===== src/hdl/cka_pkg.sv =====
// ----------------------------------------------------------------------------
// cka_pkg: shared types and constants of the category kappa agreement unit
// Field widths, register indexes, memory row layout and the command and
// status groups that join the controller and the datapath.
// ----------------------------------------------------------------------------
package cka_pkg;

  // Default values of the top level parameters.
  localparam int CATEGORIES_DEF   = 16;
  localparam int MAX_RATERS_DEF   = 32;
  localparam int MAX_SUBJECTS_DEF = 65536;

  // Port field widths.
  localparam int RATING_W   = 8;
  localparam int CAT_OUT_W  = 6;
  localparam int KAPPA_W    = 16;
  localparam int NUM_CAT_W  = 7;
  localparam int RATERS_W   = 6;
  localparam int CFG_IDX_W  = 1;
  localparam int CFG_DATA_W = 7;

  // Stored count widths.
  localparam int SC_W      = 6;
  localparam int TC_W      = 32;
  localparam int PS_W      = 40;
  localparam int PS_HALF_W = 20;
  localparam int SS_W      = 24;

  // The quotient is taken with one extra fraction bit for rounding.
  localparam int ROUND_SH = 15;

  localparam logic [SC_W-1:0] SC_MAX = '1;

  // Configuration register indexes.
  localparam logic [CFG_IDX_W-1:0] CFG_NUM_CATEGORIES = 1'd0;
  localparam logic [CFG_IDX_W-1:0] CFG_RATERS         = 1'd1;

  localparam logic [NUM_CAT_W-1:0] NUM_CAT_RST = 7'd2;
  localparam logic [RATERS_W-1:0]  RATERS_RST  = 6'd2;

  localparam logic signed [KAPPA_W-1:0] KAPPA_POS_SAT = 16'sh7FFF;
  localparam logic signed [KAPPA_W-1:0] KAPPA_NEG_SAT = 16'sh8000;

  // One row of the count memory, one row per category.
  typedef struct packed {
    logic [SC_W-1:0] sc;
    logic [TC_W-1:0] tc;
    logic [PS_W-1:0] ps;
  } cka_row_t;

  // Commands from the controller to the datapath.
  typedef struct packed {
    logic in_take;
    logic cnt_wr;
    logic rd_cat;
    logic fold_wr;
    logic clr_wr;
    logic ss_inc;
    logic nr_ld;
    logic k_ld;
    logic m1;
    logic m2;
    logic m3;
    logic m4;
    logic m5;
    logic div_start;
    logic fmt;
    logic out_ld;
    logic cat_clr;
    logic cat_inc;
  } cka_cmd_t;

  // Status from the datapath to the controller.
  typedef struct packed {
    logic item_end;
    logic data_end;
    logic cat_at_top;
    logic cat_at_k;
    logic undef_now;
    logic div_done;
    logic out_free;
  } cka_sts_t;

endpackage


===== src/hdl/cka_ctrl.sv =====
// ----------------------------------------------------------------------------
// cka_ctrl: sequencer of the category kappa agreement unit
// Steps the datapath through rating counting, the subject fold over all
// categories, the per-category kappa evaluation and the clearing pass.
// ----------------------------------------------------------------------------
module cka_ctrl import cka_pkg::*; (
  input  logic     clk,
  input  logic     rst_n,
  input  logic     in_valid,
  output logic     in_ready,
  input  cka_sts_t sts,
  output cka_cmd_t cmd
);

  typedef enum logic [4:0] {
    ST_CLEAR,
    ST_IDLE,
    ST_COUNT,
    ST_FOLD_RD,
    ST_FOLD_WR,
    ST_NR,
    ST_K_RD,
    ST_K_LD,
    ST_K_M1,
    ST_K_M2,
    ST_K_M3,
    ST_K_M4,
    ST_K_M5,
    ST_K_DSTART,
    ST_K_DIV,
    ST_K_FMT,
    ST_K_PUT
  } state_t;

  state_t state_r;
  state_t state_nxt;

  // State register; reset starts with the clearing pass.
  always_ff @(posedge clk) begin
    if (!rst_n) begin
      state_r <= ST_CLEAR;
    end else begin
      state_r <= state_nxt;
    end
  end

  // Next state and command decode.
  always_comb begin
    cmd       = '0;
    in_ready  = 1'b0;
    state_nxt = state_r;
    case (state_r)
      ST_CLEAR: begin
        cmd.clr_wr = 1'b1;
        if (sts.cat_at_top) begin
          cmd.cat_clr = 1'b1;
          state_nxt   = ST_IDLE;
        end else begin
          cmd.cat_inc = 1'b1;
        end
      end
      ST_IDLE: begin
        in_ready = 1'b1;
        if (in_valid) begin
          cmd.in_take = 1'b1;
          state_nxt   = ST_COUNT;
        end
      end
      ST_COUNT: begin
        cmd.cnt_wr = 1'b1;
        state_nxt  = sts.item_end ? ST_FOLD_RD : ST_IDLE;
      end
      ST_FOLD_RD: begin
        cmd.rd_cat = 1'b1;
        state_nxt  = ST_FOLD_WR;
      end
      ST_FOLD_WR: begin
        cmd.fold_wr = 1'b1;
        if (sts.cat_at_top) begin
          cmd.cat_clr = 1'b1;
          cmd.ss_inc  = 1'b1;
          state_nxt   = sts.data_end ? ST_NR : ST_IDLE;
        end else begin
          cmd.cat_inc = 1'b1;
          state_nxt   = ST_FOLD_RD;
        end
      end
      ST_NR: begin
        cmd.nr_ld = 1'b1;
        state_nxt = ST_K_RD;
      end
      ST_K_RD: begin
        cmd.rd_cat = 1'b1;
        state_nxt  = ST_K_LD;
      end
      ST_K_LD: begin
        cmd.k_ld  = 1'b1;
        state_nxt = sts.undef_now ? ST_K_PUT : ST_K_M1;
      end
      ST_K_M1: begin
        cmd.m1    = 1'b1;
        state_nxt = ST_K_M2;
      end
      ST_K_M2: begin
        cmd.m2    = 1'b1;
        state_nxt = ST_K_M3;
      end
      ST_K_M3: begin
        cmd.m3    = 1'b1;
        state_nxt = ST_K_M4;
      end
      ST_K_M4: begin
        cmd.m4    = 1'b1;
        state_nxt = ST_K_M5;
      end
      ST_K_M5: begin
        cmd.m5    = 1'b1;
        state_nxt = ST_K_DSTART;
      end
      ST_K_DSTART: begin
        cmd.div_start = 1'b1;
        state_nxt     = ST_K_DIV;
      end
      ST_K_DIV: begin
        if (sts.div_done) begin
          state_nxt = ST_K_FMT;
        end
      end
      ST_K_FMT: begin
        cmd.fmt   = 1'b1;
        state_nxt = ST_K_PUT;
      end
      ST_K_PUT: begin
        if (sts.out_free) begin
          cmd.out_ld = 1'b1;
          if (sts.cat_at_k) begin
            cmd.cat_clr = 1'b1;
            state_nxt   = ST_CLEAR;
          end else begin
            cmd.cat_inc = 1'b1;
            state_nxt   = ST_K_RD;
          end
        end
      end
      default: begin
        state_nxt = ST_IDLE;
      end
    endcase
  end

endmodule


===== config.mk =====
export PLATFORM = sky130hd
export DESIGN_NAME = cka_ctrl
export DESIGN_NICKNAME = d
export VERILOG_FILES = /design/src/hdl/cka_pkg.sv /design/src/hdl/cka_ctrl.sv
export SDC_FILE = /design/constraint.sdc
export NUM_CORES = 1
export LEC_CHECK = 0
export ABC_AREA = 1
export BUFFER_PORTS_ARGS = -buffer_cell sky130_fd_sc_hd__buf_4
export CAP_MARGIN = 20
export CORE_MARGIN = 1
export CORE_UTILIZATION = 40
export DETAILED_ROUTE_END_ITERATION = 6
export PLACE_DENSITY = 0.71
export SETUP_SLACK_MARGIN = 0.15
export SLEW_MARGIN = 20
export SYNTH_ARGS = -nofsm -noshare
export SYNTH_HDL_FRONTEND = slang
export SYNTH_SLANG_ARGS = --single-unit

===== constraint.sdc =====
create_clock -name clk -period 1.35 [get_ports clk]
set_input_delay 0 -clock clk [delete_from_list [all_inputs] [get_ports clk]]
set_output_delay 0 -clock clk [all_outputs]
set_load 0.02 [all_outputs]

==> impl_metrics.csv <==
group,metric,value,unit
outcome,status,"finished with violations",
outcome,violations,"DRC, setup timing",
min_path,hold_depth,4,
timing,max_freq,629,MHz
logic_synthesis,synth_commonest_cells,"nand2_1, inv_1, nor2_1",
min_path,hold_path_class,"in2reg",
min_path,hp-start,"sts[1]",
logic_synthesis,netlist_instances,127,
logic_synthesis,synth_nets,137,
worst_setup_path,crit_arrival,1.73,ns
timing,relSlewSlack,83.8,%
timing,rsz0062_at_grt,"true",
power,irDropWorstVdd,0.000718,V
cts,cts_buffer_depth,2,
routing,first_pass_iters,7,
floorplan,fp.coreArea,1580,µm²
logic_synthesis,avgSynthCellArea,5.52,µm²
cells_and_area,finalNetCount,191,
cells_and_area,reg_top3,"state_r (5)",
worst_setup_path,worstSetupPathType,"reg2reg",
logic_synthesis,ys_types,19,
timing,fin_crit,1.59,ns
timing,slew_viol_final,0,
cts,cts.htree.levels,1,
logic_synthesis,yosysMostFrequentCell,"nand2_1",
timing,layout_setup_ws,-0.240,ns
power,power,1590,µW
cells_and_area,fin_util,89.4,%
routing,via_count,1147,
worst_setup_path,endpoint_kind,"register",
placed_design,place.detailed.hpwl,1780,µm
cells_and_area,drive_gt1_share,65.6,%
job,drv_cap,0,
worst_setup_path,reg2reg_slack,-0.24,ns
routing,remaining_drc_errors,1,
grt,grt_max_degree,10,
cells_and_area,largest_reg_flops,5,
cts,clk_pin_slew,0.05,ns
timing,tightest_slew,0.243,ns
grt,grt_pass1_vias,951,
power,power.density,1130,nW/µm²
logic_synthesis,synth_top_area_share,14.3,%
timing,fin_setup_tns,-0.785,ns
floorplan,die_x,43.9,µm
cts,tritoncts,"built",
floorplan,initial_core_util,44.4,%
cts,clock-sinks,5,
cells_and_area,design_area,1410,µm²
routing,drt_wl_total,3660,µm
floorplan,dieArea,1920,µm²
logic_synthesis,synth_edf_count,0,
logic_synthesis,synth_flop_cell,"dfxtp_1",
cells_and_area,antennaDiodeCount,0,
floorplan,die_h,43.9,µm
grt,overflow,0,
grt,grt_first_pass_wirelength,4510,µm
power,leakage,0.000749,µW
floorplan,num_io_pins,29,
timing,skew,0.00535,ns
logic_synthesis,syn_area,701,µm²
timing,hold_viol_final,0,
cells_and_area,largest-register,"state_r",
logic_synthesis,ys_seq_elements,5,
routing,ant_nets,0,
routing,initialDrtViolationCount,58,
timing,setup_violations,9,
logic_synthesis,synthArstFlopShare,0,%
placed_design,gp_congestion,0.919,
routing,via_per_inst,5.85,
timing,fin_crit_sh,118,%
cts,cts_buffers,3,
placed_design,pre_cts_ws,-0.0245,ns
logic_synthesis,ys_warn_count,0,
worst_setup_path,crit-reg2reg-launch,"state_r[0]$_SDFFE_PN0P_",
placed_design,numPortBuffers,28,
grt,antenna_found_initial,0,
floorplan,rows,14,
logic_synthesis,synth_area_leader_cell,"dfxtp_1",
routing,wl_per_cell,18.7,µm
logic_synthesis,seq_area_frac_synth,14.3,%
grt,grt_usage,32.1,%
placed_design,placed_area,983,µm²
cells_and_area,areaGrowthSynthToFinish,101,%
cts,clkLatencyLatePin,0.25,ns
worst_setup_path,cp-start-kind,"register",
worst_setup_path,r2r-end,"state_r[0]$_SDFFE_PN0P_",
worst_setup_path,ff2ff_path_depth,10,
worst_setup_path,crit_fanout,7,
cts,root_buffer,"clkbuf_4",
min_path,whs_endpoint,"state_r[1]$_SDFFE_PN0P_",
worst_setup_path,crit_required,1.49,ns
logic_synthesis,synth_area_leaders,"dfxtp_1, nand2_1, inv_1",
-- layout by cell type (no fill, tap or decap), types with 3 or more instances in the layout --
master	count
nand3_4	6
nand4_1	4
nand3_2	4
dfxtp_4	4
nand3_1	5
nand2_4	3
nand2_1	21
buf_6	19
nand2_2	8
buf_4	29
nor2_4	13
clkbuf_4	3
o21ai_2	5
inv_1	12
nor2_1	13
inv_2	15
a21oi_2	3
-- critical path: stages (launching register included) --
cell and delay, ns:
dfxtp_4 0.38, inv_2 0.15, nand2_4 0.07, nor2_4 0.17, nand2_2 0.12, nand2_1 0.12, nor2_1 0.07, nand2_1 0.10
nor2_1 0.07, nor2_1 0.17, nor2_1 0.06
-- through the flow --
stage,instances,hold WS [ns]
finish,196,0.0962
floorplan,127,0.0835
global route,196,0.0906
global placement,174,0.244
detailed placement,174,0.257
CTS,190,0.0392
-- cells by family after synthesis --
group	count (synthesis)	share of synthesized area, %
simple gates	79	58.4
flops	5	14.3
compound gates	12	9.64
buf+inv	31	17.7
-- power breakdown --
part | total, µW | internal, µW | switching, µW | leakage [µW]
Sequential | 236 | 178 | 58.3 | 0.0000441
Combinational | 1160 | 487 | 675 | 0.000690
Clock | 191 | 113 | 77.7 | 0.0000150
Total | 1590 | 778 | 811 | 0.000749
-- per-layer routing --
layer	track usage, %	vias to the layer above	wire length, µm
met5	0	-	0
met4	9.09	0	150
li1	-	499	-
met3	7.08	20	395
met1	41.4	533	1360
met2	53.7	95	1750
-- worst max path at each step --
stage	from	endpoint	slack, ns	cells after the start
floorplan	state_r[0]$_SDFFE_PN0P_	state_r[0]$_SDFFE_PN0P_	0.13	8
global placement	state_r[0]$_SDFFE_PN0P_	state_r[0]$_SDFFE_PN0P_	-0.02	8
detailed placement	state_r[0]$_SDFFE_PN0P_	state_r[0]$_SDFFE_PN0P_	-0.02	8
CTS	state_r[1]$_SDFFE_PN0P_	state_r[0]$_SDFFE_PN0P_	0.003	8
global route	state_r[0]$_SDFFE_PN0P_	state_r[0]$_SDFFE_PN0P_	-0.27	10
finish	state_r[0]$_SDFFE_PN0P_	state_r[0]$_SDFFE_PN0P_	-0.24	10
-- final cells by class --
| type | instances | area, µm² |
|---|---|---|
| inverter | 30 | 130 |
| fill | 72 | 168 |
| sequential | 5 | 116 |
| timing repair buffer | 50 | 462 |
| tap | 16 | 20.0 |
| clock buffer | 4 | 26.3 |
| multi-input combinational | 91 | 654 |
-- repair_timing --
item                                    4_1_cts  5_1_grt
hold buffers                                  1        0
endpoints found under the setup margin       21       23
endpoints found under the hold margin         1        0
cloned                                        0        0
buffers inserted                             11        6
pin swaps                                    15       13
gates resized for setup                      35       39
Power figures use the tool's default switching activity.
